[config.mk]
export PLATFORM = sky130hd
export DESIGN_NAME = guid_text_parser_top_flat
export DESIGN_NICKNAME = d
export VERILOG_FILES = /design/src/rtl/gtp_pkg.sv /design/src/rtl/gtp_if.sv /design/src/rtl/guid_text_parser_top.sv /design/src/flat_wrapper.sv
export VERILOG_INCLUDE_DIRS = /design/src /design/src/rtl
export SDC_FILE = /design/constraint.sdc
export NUM_CORES = 1
export LEC_CHECK = 0
export ABC_CLOCK_PERIOD_IN_PS = 24800
export BUFFER_PORTS_ARGS = -buffer_cell sky130_fd_sc_hd__buf_4
export CORE_AREA = 2 2 200 163
export CTS_CLUSTER_SIZE = 24
export DETAILED_ROUTE_END_ITERATION = 6
export DIE_AREA = 0 0 202 165
export HOLD_SLACK_MARGIN = 0.05
export PLACE_DENSITY = 0.81
export SLEW_MARGIN = 0
export SYNTH_ARGS = -nofsm -noshare
export SYNTH_HDL_FRONTEND = slang
export SYNTH_SLANG_ARGS = --single-unit
[constraint.sdc]
create_clock -name i_clk -period 24.8 [get_ports i_clk]
set_input_delay 4.96 -clock i_clk [delete_from_list [all_inputs] [get_ports i_clk]]
set_output_delay 4.96 -clock i_clk [all_outputs]
set_load 0.01 [all_outputs]
[src/rtl/guid_text_parser_top_assert.svh]
// ----------------------------------------------------------------------------
// guid text parser assertion macros
// concurrent checks that vanish in synthesis builds
// ----------------------------------------------------------------------------
`ifndef GUID_TEXT_PARSER_TOP_ASSERT_SVH
`define GUID_TEXT_PARSER_TOP_ASSERT_SVH

`ifndef SYNTHESIS

// property that must hold at every clock edge out of reset
`define GTP_ASSERT(lbl, clk, rst_n, prop, msg) \
    lbl: assert property (@(posedge clk) disable iff (!rst_n) (prop)) else $error(msg);

// same-cycle implication
`define GTP_ASSERT_IMPL(lbl, clk, rst_n, ante, cons, msg) \
    lbl: assert property (@(posedge clk) disable iff (!rst_n) (ante) |-> (cons)) \
        else $error(msg);

// next-cycle implication
`define GTP_ASSERT_NEXT(lbl, clk, rst_n, ante, cons, msg) \
    lbl: assert property (@(posedge clk) disable iff (!rst_n) (ante) |=> (cons)) \
        else $error(msg);

`else

`define GTP_ASSERT(lbl, clk, rst_n, prop, msg)
`define GTP_ASSERT_IMPL(lbl, clk, rst_n, ante, cons, msg)
`define GTP_ASSERT_NEXT(lbl, clk, rst_n, ante, cons, msg)

`endif

`endif

[src/rtl/gtp_pkg.sv]
// ----------------------------------------------------------------------------
// gtp_pkg
// layout codes, character constants and template lookups for the parser
// ----------------------------------------------------------------------------
package gtp_pkg;

    localparam int unsigned NUM_LAYOUTS = 6;

    localparam logic [6:0] POS_SAT      = 7'd69;
    localparam logic [6:0] LEN_DIGITS   = 7'd32;
    localparam logic [6:0] LEN_HYPHENS  = 7'd36;
    localparam logic [6:0] LEN_BRACED   = 7'd38;
    localparam logic [6:0] LEN_HEXVALS  = 7'd68;
    localparam logic [6:0] LEN_WORDS    = 7'd35;

    // template marker for a hex digit slot
    localparam logic [7:0] C_HEX    = 8'h68;
    localparam logic [7:0] C_LBRACE = 8'h7B;
    localparam logic [7:0] C_RBRACE = 8'h7D;
    localparam logic [7:0] C_LPAREN = 8'h28;
    localparam logic [7:0] C_RPAREN = 8'h29;
    localparam logic [7:0] C_HYPHEN = 8'h2D;
    localparam logic [7:0] C_COMMA  = 8'h2C;
    localparam logic [7:0] C_ZERO   = 8'h30;
    localparam logic [7:0] C_X      = 8'h78;

    typedef enum logic [2:0] {
        L_DIGITS  = 3'd0,
        L_HYPHENS = 3'd1,
        L_BRACES  = 3'd2,
        L_PARENS  = 3'd3,
        L_HEXVALS = 3'd4,
        L_WORDS   = 3'd5
    } t_layout;

    typedef logic [NUM_LAYOUTS-1:0] t_layout_mask;
    typedef logic [127:0]           t_acc;

    function automatic logic is_hex(input logic [7:0] c);
        is_hex = (c >= 8'h30 && c <= 8'h39) || (c >= 8'h61 && c <= 8'h66) ||
                 (c >= 8'h41 && c <= 8'h46);
    endfunction

    // only meaningful when is_hex holds
    function automatic logic [3:0] hex_val(input logic [7:0] c);
        hex_val = c[6] ? (c[3:0] + 4'd9) : c[3:0];
    endfunction

    function automatic logic [6:0] tpl_len(input t_layout k);
        case (k)
            L_DIGITS:  tpl_len = LEN_DIGITS;
            L_HYPHENS: tpl_len = LEN_HYPHENS;
            L_BRACES:  tpl_len = LEN_BRACED;
            L_PARENS:  tpl_len = LEN_BRACED;
            L_HEXVALS: tpl_len = LEN_HEXVALS;
            L_WORDS:   tpl_len = LEN_WORDS;
            default:   tpl_len = 7'd0;
        endcase
    endfunction

    // expected character of layout k at position p, C_HEX for a digit slot
    function automatic logic [7:0] tpl_char(input t_layout k, input logic [6:0] p);
        logic [7:0] ch;
        ch = C_HEX;
        case (k)
            L_DIGITS: begin
                ch = C_HEX;
            end
            L_HYPHENS: begin
                case (p)
                    7'd8, 7'd13, 7'd18, 7'd23: ch = C_HYPHEN;
                    default:                   ch = C_HEX;
                endcase
            end
            L_BRACES, L_PARENS: begin
                case (p)
                    7'd0:                      ch = (k == L_BRACES) ? C_LBRACE : C_LPAREN;
                    7'd37:                     ch = (k == L_BRACES) ? C_RBRACE : C_RPAREN;
                    7'd9, 7'd14, 7'd19, 7'd24: ch = C_HYPHEN;
                    default:                   ch = C_HEX;
                endcase
            end
            L_HEXVALS: begin
                case (p)
                    7'd0, 7'd26:  ch = C_LBRACE;
                    7'd66, 7'd67: ch = C_RBRACE;
                    7'd1, 7'd12, 7'd19, 7'd27, 7'd32, 7'd37,
                    7'd42, 7'd47, 7'd52, 7'd57, 7'd62: ch = C_ZERO;
                    7'd2, 7'd13, 7'd20, 7'd28, 7'd33, 7'd38,
                    7'd43, 7'd48, 7'd53, 7'd58, 7'd63: ch = C_X;
                    7'd11, 7'd18, 7'd25, 7'd31, 7'd36,
                    7'd41, 7'd46, 7'd51, 7'd56, 7'd61: ch = C_COMMA;
                    default:                           ch = C_HEX;
                endcase
            end
            L_WORDS: begin
                case (p)
                    7'd8, 7'd17, 7'd26: ch = C_HYPHEN;
                    default:            ch = C_HEX;
                endcase
            end
            default: begin
                ch = C_HEX;
            end
        endcase
        tpl_char = ch;
    endfunction

endpackage

[src/rtl/gtp_if.sv]
// ----------------------------------------------------------------------------
// gtp_in_if / gtp_out_if
// valid/ready channels for characters in and parse results out
// ----------------------------------------------------------------------------
interface gtp_in_if;
    logic       valid;
    logic       ready;
    logic [7:0] char_code;
    logic       is_last;

    modport source (output valid, output char_code, output is_last, input ready);
    modport sink   (input valid, input char_code, input is_last, output ready);
endinterface

interface gtp_out_if;
    logic              valid;
    logic              ready;
    logic              ok;
    gtp_pkg::t_layout  layout;
    logic [31:0]       word_a;
    logic [31:0]       word_b;
    logic [31:0]       word_c;
    logic [31:0]       word_d;

    modport source (output valid, output ok, output layout, output word_a,
                    output word_b, output word_c, output word_d, input ready);
    modport sink   (input valid, input ok, input layout, input word_a,
                    input word_b, input word_c, input word_d, output ready);
endinterface

[src/rtl/guid_text_parser_top.sv]
// ----------------------------------------------------------------------------
// guid_text_parser_top
// streaming GUID text parser, all six layouts checked side by side
// ----------------------------------------------------------------------------
// i_in carries one ASCII character per request with is_last marking the end
// of a string. o_out carries one result per string: ok, the layout code and
// the 128-bit value as word_a..word_d, most significant digit first. A
// failed string gives ok = 0 with layout and words all zero.
// Each character is checked against every layout template and shifted into
// the digit accumulators in the cycle it is accepted, so the block takes one
// character per cycle while i_in.ready is high. The single output register
// drives o_out in the cycle after the last character is accepted.
// i_in.ready is high while the output register is empty or being drained,
// so a stalled receiver holds back the next character only once a result
// is waiting. Synchronous reset clears the position, the layout flags and
// the output valid; no clearing pass is needed.
// ----------------------------------------------------------------------------
`include "guid_text_parser_top_assert.svh"

module guid_text_parser_top (
    input  logic             i_clk,
    input  logic             i_rst_n,
    gtp_in_if.sink           i_in,
    gtp_out_if.source        o_out
);
    import gtp_pkg::*;

    logic [6:0]    r_pos;
    logic [6:0]    n_pos;
    t_layout_mask  r_still;
    t_layout_mask  n_still;
    t_acc          r_acc_any;
    t_acc          n_acc_any;
    t_acc          r_acc_hexval;
    t_acc          n_acc_hexval;

    logic          r_out_valid;
    logic          r_out_ok;
    t_layout       r_out_layout;
    t_acc          r_out_value;

    logic          accept;
    logic          char_hex;
    logic [3:0]    char_val;
    t_layout_mask  miss;
    logic [6:0]    str_len;
    t_layout       pick;
    logic          pick_valid;
    logic          res_ok;
    t_acc          res_value;

    assign i_in.ready = !r_out_valid || o_out.ready;
    assign accept     = i_in.valid && i_in.ready;

    always_comb begin
        logic [7:0] exp_ch;
        logic       match;
        t_layout    lk;
        char_hex = is_hex(i_in.char_code);
        char_val = char_hex ? hex_val(i_in.char_code) : 4'd0;

        for (int k = 0; k < NUM_LAYOUTS; k++) begin
            lk      = t_layout'(3'(k));
            exp_ch  = tpl_char(lk, r_pos);
            match   = (exp_ch == C_HEX) ? char_hex : (i_in.char_code == exp_ch);
            miss[k] = (r_pos < tpl_len(lk)) && !match;
        end
        n_still = r_still & ~miss;

        // separators of the non hex-values layouts are never hex digits
        n_acc_any = char_hex ? {r_acc_any[123:0], char_val} : r_acc_any;

        if ((r_pos < LEN_HEXVALS) && (tpl_char(L_HEXVALS, r_pos) == C_HEX)) begin
            n_acc_hexval = {r_acc_hexval[123:0], char_val};
        end else begin
            n_acc_hexval = r_acc_hexval;
        end

        n_pos   = (r_pos < POS_SAT) ? (r_pos + 7'd1) : r_pos;
        str_len = r_pos + 7'd1;

        pick_valid = 1'b1;
        case (str_len)
            LEN_DIGITS:  pick = L_DIGITS;
            LEN_HYPHENS: pick = L_HYPHENS;
            LEN_BRACED:  pick = n_still[L_BRACES] ? L_BRACES : L_PARENS;
            LEN_HEXVALS: pick = L_HEXVALS;
            LEN_WORDS:   pick = L_WORDS;
            default: begin
                pick       = L_DIGITS;
                pick_valid = 1'b0;
            end
        endcase

        res_ok = pick_valid && n_still[pick];
        if (!res_ok) begin
            res_value = '0;
        end else if (pick == L_HEXVALS) begin
            res_value = n_acc_hexval;
        end else begin
            res_value = n_acc_any;
        end
    end

    always_ff @(posedge i_clk) begin
        if (!i_rst_n) begin
            r_pos   <= '0;
            r_still <= '1;
        end else if (accept) begin
            if (i_in.is_last) begin
                r_pos   <= '0;
                r_still <= '1;
            end else begin
                r_pos   <= n_pos;
                r_still <= n_still;
            end
        end
    end

    // digit accumulators are fully refilled by every string that parses
    always_ff @(posedge i_clk) begin
        if (accept) begin
            r_acc_any    <= n_acc_any;
            r_acc_hexval <= n_acc_hexval;
        end
    end

    always_ff @(posedge i_clk) begin
        if (!i_rst_n) begin
            r_out_valid <= 1'b0;
        end else if (accept && i_in.is_last) begin
            r_out_valid <= 1'b1;
        end else if (o_out.ready) begin
            r_out_valid <= 1'b0;
        end
    end

    always_ff @(posedge i_clk) begin
        if (accept && i_in.is_last) begin
            r_out_ok     <= res_ok;
            r_out_layout <= res_ok ? pick : L_DIGITS;
            r_out_value  <= res_value;
        end
    end

    assign o_out.valid  = r_out_valid;
    assign o_out.ok     = r_out_ok;
    assign o_out.layout = r_out_layout;
    assign o_out.word_a = r_out_value[127:96];
    assign o_out.word_b = r_out_value[95:64];
    assign o_out.word_c = r_out_value[63:32];
    assign o_out.word_d = r_out_value[31:0];

    `GTP_ASSERT(a_pos_sat, i_clk, i_rst_n, r_pos <= POS_SAT, "position past saturation")
    `GTP_ASSERT_NEXT(a_last_gives_result, i_clk, i_rst_n, accept && i_in.is_last,
        r_out_valid && (r_pos == 7'd0) && (r_still == '1), "last request did not finish string")
    `GTP_ASSERT_IMPL(a_fail_zero, i_clk, i_rst_n, r_out_valid && !r_out_ok,
        (r_out_layout == L_DIGITS) && (r_out_value == '0), "failed result not cleared")
    `GTP_ASSERT_NEXT(a_midstring_pos, i_clk, i_rst_n, accept && !i_in.is_last,
        r_pos != 7'd0, "position did not advance")

endmodule
[src/flat_wrapper.sv]
// flat-port wrapper written by rule: the top's interface ports become plain ports
module guid_text_parser_top_flat import gtp_pkg::*;
  (i_clk, i_rst_n, i_in_valid, i_in_char_code, i_in_is_last, i_in_ready, o_out_valid, o_out_ok, o_out_layout, o_out_word_a, o_out_word_b, o_out_word_c, o_out_word_d, o_out_ready);
  gtp_in_if i_in_i ();
  gtp_out_if o_out_i ();
  input  logic i_clk;
  input  logic i_rst_n;
  input wire logic [$bits(i_in_i.valid)-1:0] i_in_valid;
  input wire logic [$bits(i_in_i.char_code)-1:0] i_in_char_code;
  input wire logic [$bits(i_in_i.is_last)-1:0] i_in_is_last;
  output wire logic [$bits(i_in_i.ready)-1:0] i_in_ready;
  output wire logic [$bits(o_out_i.valid)-1:0] o_out_valid;
  output wire logic [$bits(o_out_i.ok)-1:0] o_out_ok;
  output wire logic [$bits(o_out_i.layout)-1:0] o_out_layout;
  output wire logic [$bits(o_out_i.word_a)-1:0] o_out_word_a;
  output wire logic [$bits(o_out_i.word_b)-1:0] o_out_word_b;
  output wire logic [$bits(o_out_i.word_c)-1:0] o_out_word_c;
  output wire logic [$bits(o_out_i.word_d)-1:0] o_out_word_d;
  input wire logic [$bits(o_out_i.ready)-1:0] o_out_ready;
  assign i_in_i.valid = i_in_valid;
  assign i_in_i.char_code = i_in_char_code;
  assign i_in_i.is_last = i_in_is_last;
  assign i_in_ready = i_in_i.ready;
  assign o_out_valid = o_out_i.valid;
  assign o_out_ok = o_out_i.ok;
  assign o_out_layout = o_out_i.layout;
  assign o_out_word_a = o_out_i.word_a;
  assign o_out_word_b = o_out_i.word_b;
  assign o_out_word_c = o_out_i.word_c;
  assign o_out_word_d = o_out_i.word_d;
  assign o_out_i.ready = o_out_ready;
  guid_text_parser_top u_core (.i_clk(i_clk), .i_rst_n(i_rst_n), .i_in(i_in_i), .o_out(o_out_i));
endmodule
==> impl_metrics.yaml <==
outcome:
  outcome: "finished, final reports clean"
sta:
  min_period_ns: 10.52
  hold_viol: 0
  slew_headroom_pct: 25.7
  finalSetupViolCount: 0
  clock_skew_ns: 0.0173
  tightest_slew_ns: 1.12
  setup_ws_ns: 14.29
  fmax_mhz: 95.1
  grt_setup_unrepaired: "false"
  tns_ns: 0
  post-route-period-util_pct: 42.4
  slew_viol_final: 0
  hold_slack_ns: 0.459
cts:
  clock_path_buffers: 3
  cts.clk_slew.worst_paths_ns: 0.06
  cts_tree: "yes"
  root_buffer: "clkbuf_16"
  holdBufCountCts: 0
  post-cts-setup-buffers: 0
  post_cts_resized: 0
  clk_latency_ns: 0.53
  h-tree-depth: 2
  numClockSinks: 408
  numCtsBuffers: 40
placement:
  dp_cells: 2070
  gp_congestion: 0.824
  portBuffers: 146
  dp.final_hpwl_mm: 25.1
  place_ws_ns: 14.30
route:
  wl_per_cell_um: 19.4
  totalWireLength_mm: 41.4
  dr.first_iter.drc_count: 1057
  firstDrtPassIters: 5
  via_count: 12700
  via_per_inst: 5.93
  drc: 0
  ant_nets: 0
floorplan:
  io_pins: 147
  dieArea_um2: 33300
  core_area_um2: 31100
  die_w_um: 202
  die_h_um: 165
  fp-row-count: 58
  initial_core_util_pct: 61.6
critical_path:
  cp_max_fo: 5
  timing.rr.start: "u_core.r_pos[0]$_SDFFE_PN0P_"
  crit_type: "input pin to output port"
  reg2reg_to: "u_core.r_out_value[40]$_SDFFCE_PN0P_"
  r2r_cells: 11
  setup.worst_path.end: "i_in_ready"
  cp-end-kind: "output port"
  cp.required_ns: 19.84
  crit_start: "o_out_ready"
  critPathLaunchType: "input pin"
  worst_ep_arrival_time_ns: 5.56
  r2r_slack_ns: 20.26
synthesis:
  async_reset_ff_share_pct: 0
  yosysSeqAreaShare_pct: 62.8
  synth-edff-count: 388
  syn-num-nets: 1618
  avgSynthCellArea_um2: 12.1
  yosysUniqueCellTypes: 72
  syn_inst: 1587
  ys_ff_latch: 408
  netlist_area_um2: 19200
  yosysWarnings: 0
  synth-main-ff-cell: "edfxtp_1"
finish:
  area_growth_pct: 13.4
  multi_input_area_um2: 6630
  instances_no_fill: 2141
  seqCellArea_um2: 12100
  final_layout_size_suffix_gt1_share_pct: 20.8
  finalNetCount: 1723
  fillers: 2179
  antennaDiodeCount: 0
global_routing:
  grt-ovfl-total: 0
  antenna_found_initial: 0
  grt_max_degree: 108
  grt_use_total_pct: 24.3
  grt_pass1_wl_mm: 64.6
  grt_pass1_vias: 12100
hold_path:
  hold_path_class: "register to register"
power_and_ir_drop:
  ir_drop_uv: 43.2
  leakagePower_nw: 8.62
  p_per_area_nw_per_um2: 70.4
run:
  cap_violations: 0
==> layout by cell type (no fill, tap or decap), types with 3 or more instances in the layout <==
cell type  count
edfxtp_1     388
mux2i_1      136
nand4_1        3
inv_1         21
o21a_1         4
clkinv_2       9
o211ai_1       6
clkinv_1      10
mux2_2       124
nor4_1         3
a32oi_1        4
nand3_1       17
clkbuf_1       7
nor2_1       104
bufinv_16      3
xnor2_1        8
dfxtp_1       20
and4b_1        3
o31ai_1       12
nor3_1        63
clkbuf_16     40
a31oi_1        3
ha_1          18
a211oi_1       3
o21ai_1        3
and3_1         5
nor2b_1        4
nand2_1      422
a22oi_1        3
o21ai_0       24
nand2b_1       6
nand3b_1       4
a21oi_1       24
nor4b_1        3
buf_4        159
==> flip-flops by register name (all words and copies together), names as in the netlist, named ones only <==
name and flops:
u_core.r_acc_any 128, u_core.o_out.valid 1, u_core.r_still 6, u_core.r_pos 7, u_core.o_out.ok 1, u_core.r_acc_hexval 128
u_core.r_out_value 128, u_core.o_out.layout 3
==> how the worst min path moves through the flow <==
stage,startpoint,to,slack [ns],cells after the start
4_1_cts,u_core.r_still[4]$_SDFFE_PN1P_,u_core.r_still[4]$_SDFFE_PN1P_,0.46,2
2_1_floorplan,u_core.r_still[2]$_SDFFE_PN1P_,u_core.r_still[2]$_SDFFE_PN1P_,0.42,2
3_3_place_gp,u_core.r_still[2]$_SDFFE_PN1P_,u_core.r_still[2]$_SDFFE_PN1P_,0.44,2
3_5_place_dp,u_core.r_still[5]$_SDFFE_PN1P_,u_core.r_still[5]$_SDFFE_PN1P_,0.45,2
5_1_grt,u_core.r_still[1]$_SDFFE_PN1P_,u_core.r_still[1]$_SDFFE_PN1P_,0.48,2
6_report,u_core.r_still[4]$_SDFFE_PN1P_,u_core.r_still[4]$_SDFFE_PN1P_,0.46,2
==> cells in the mapped netlist (8+ instances only) <==
| cell | count | area share [%] |
|---|---|---|
| inv_1 | 23 | 0.45 |
| mux2_2 | 124 | 7.3 |
| mux2i_1 | 136 | 7.1 |
| o31ai_1 | 12 | 0.47 |
| nor3_1 | 63 | 1.6 |
| dfxtp_1 | 20 | 2.1 |
| nand3_1 | 17 | 0.44 |
| o21ai_0 | 24 | 0.63 |
| nand2_1 | 423 | 8.3 |
| xnor2_1 | 8 | 0.37 |
| clkbuf_1 | 60 | 1.2 |
| edfxtp_1 | 388 | 61 |
| a21oi_1 | 24 | 0.63 |
| ha_1 | 18 | 1.2 |
| buf_2 | 28 | 0.73 |
| nor2_1 | 105 | 2.1 |
==> cells by family (layout without fill, tap and decap cells) <==
group / Yosys count / after routing / share of synthesized area [%]
compound gates: 115 / 115 / 4.18
buf+inv: 122 / 256 / 2.81
simple gates: 654 / 654 / 14.2
xor+xnor: 10 / 10 / 0.457
mux: 260 / 260 / 14.4
flops: 408 / 408 / 62.8
fa+ha+maj: 18 / 18 / 1.17
==> per-stage QoR <==
stage | utilization, % | total power [mW] | area (um^2)
after floorplan | - | 0.920 | 19200
after global placement | 65.9 | 0.957 | 20500
after global routing | 69.9 | 1.58 | 21700
after detailed placement | 65.9 | 0.962 | 20500
after CTS | 69.9 | 1.54 | 21700
final | 69.9 | 1.53 | 21700
==> critical path, cell delays in order <==
cell and delay (ns):
buf_4 0.11, nor2b_1 0.19, inv_1 0.13, buf_4 0.16
==> report_power, final <==
part           total, mW  leakage (nW)  internal [mW]  switching [mW]
Sequential         0.830          3.83          0.808          0.0220
Clock              0.581         0.611          0.329           0.252
Combinational      0.121          4.18         0.0447          0.0759
Total               1.53          8.62           1.18           0.350
==> layer usage <==
layer  share of wire [%]  track usage, %  up-vias  routed length (um)
met5                   0               0        -                   0
met4                 1.9            6.28        0                 775
met3                 6.2            3.65       64                2560
met2                  47            38.7      424               19400
met1                  45            35.5     6297               18700
li1                    -               -     5918                   -
==> layout make-up <==
class                      instances  share of cell area, %
sequential                       408                   55.4
multi-input combinational       1057                   30.5
timing repair buffer             159                   5.49
clock buffer                      47                   4.72
tap                              420                   2.42
clock inverter                    24                  0.955
inverter                          26                  0.506
Power figures use the tool's default switching activity.
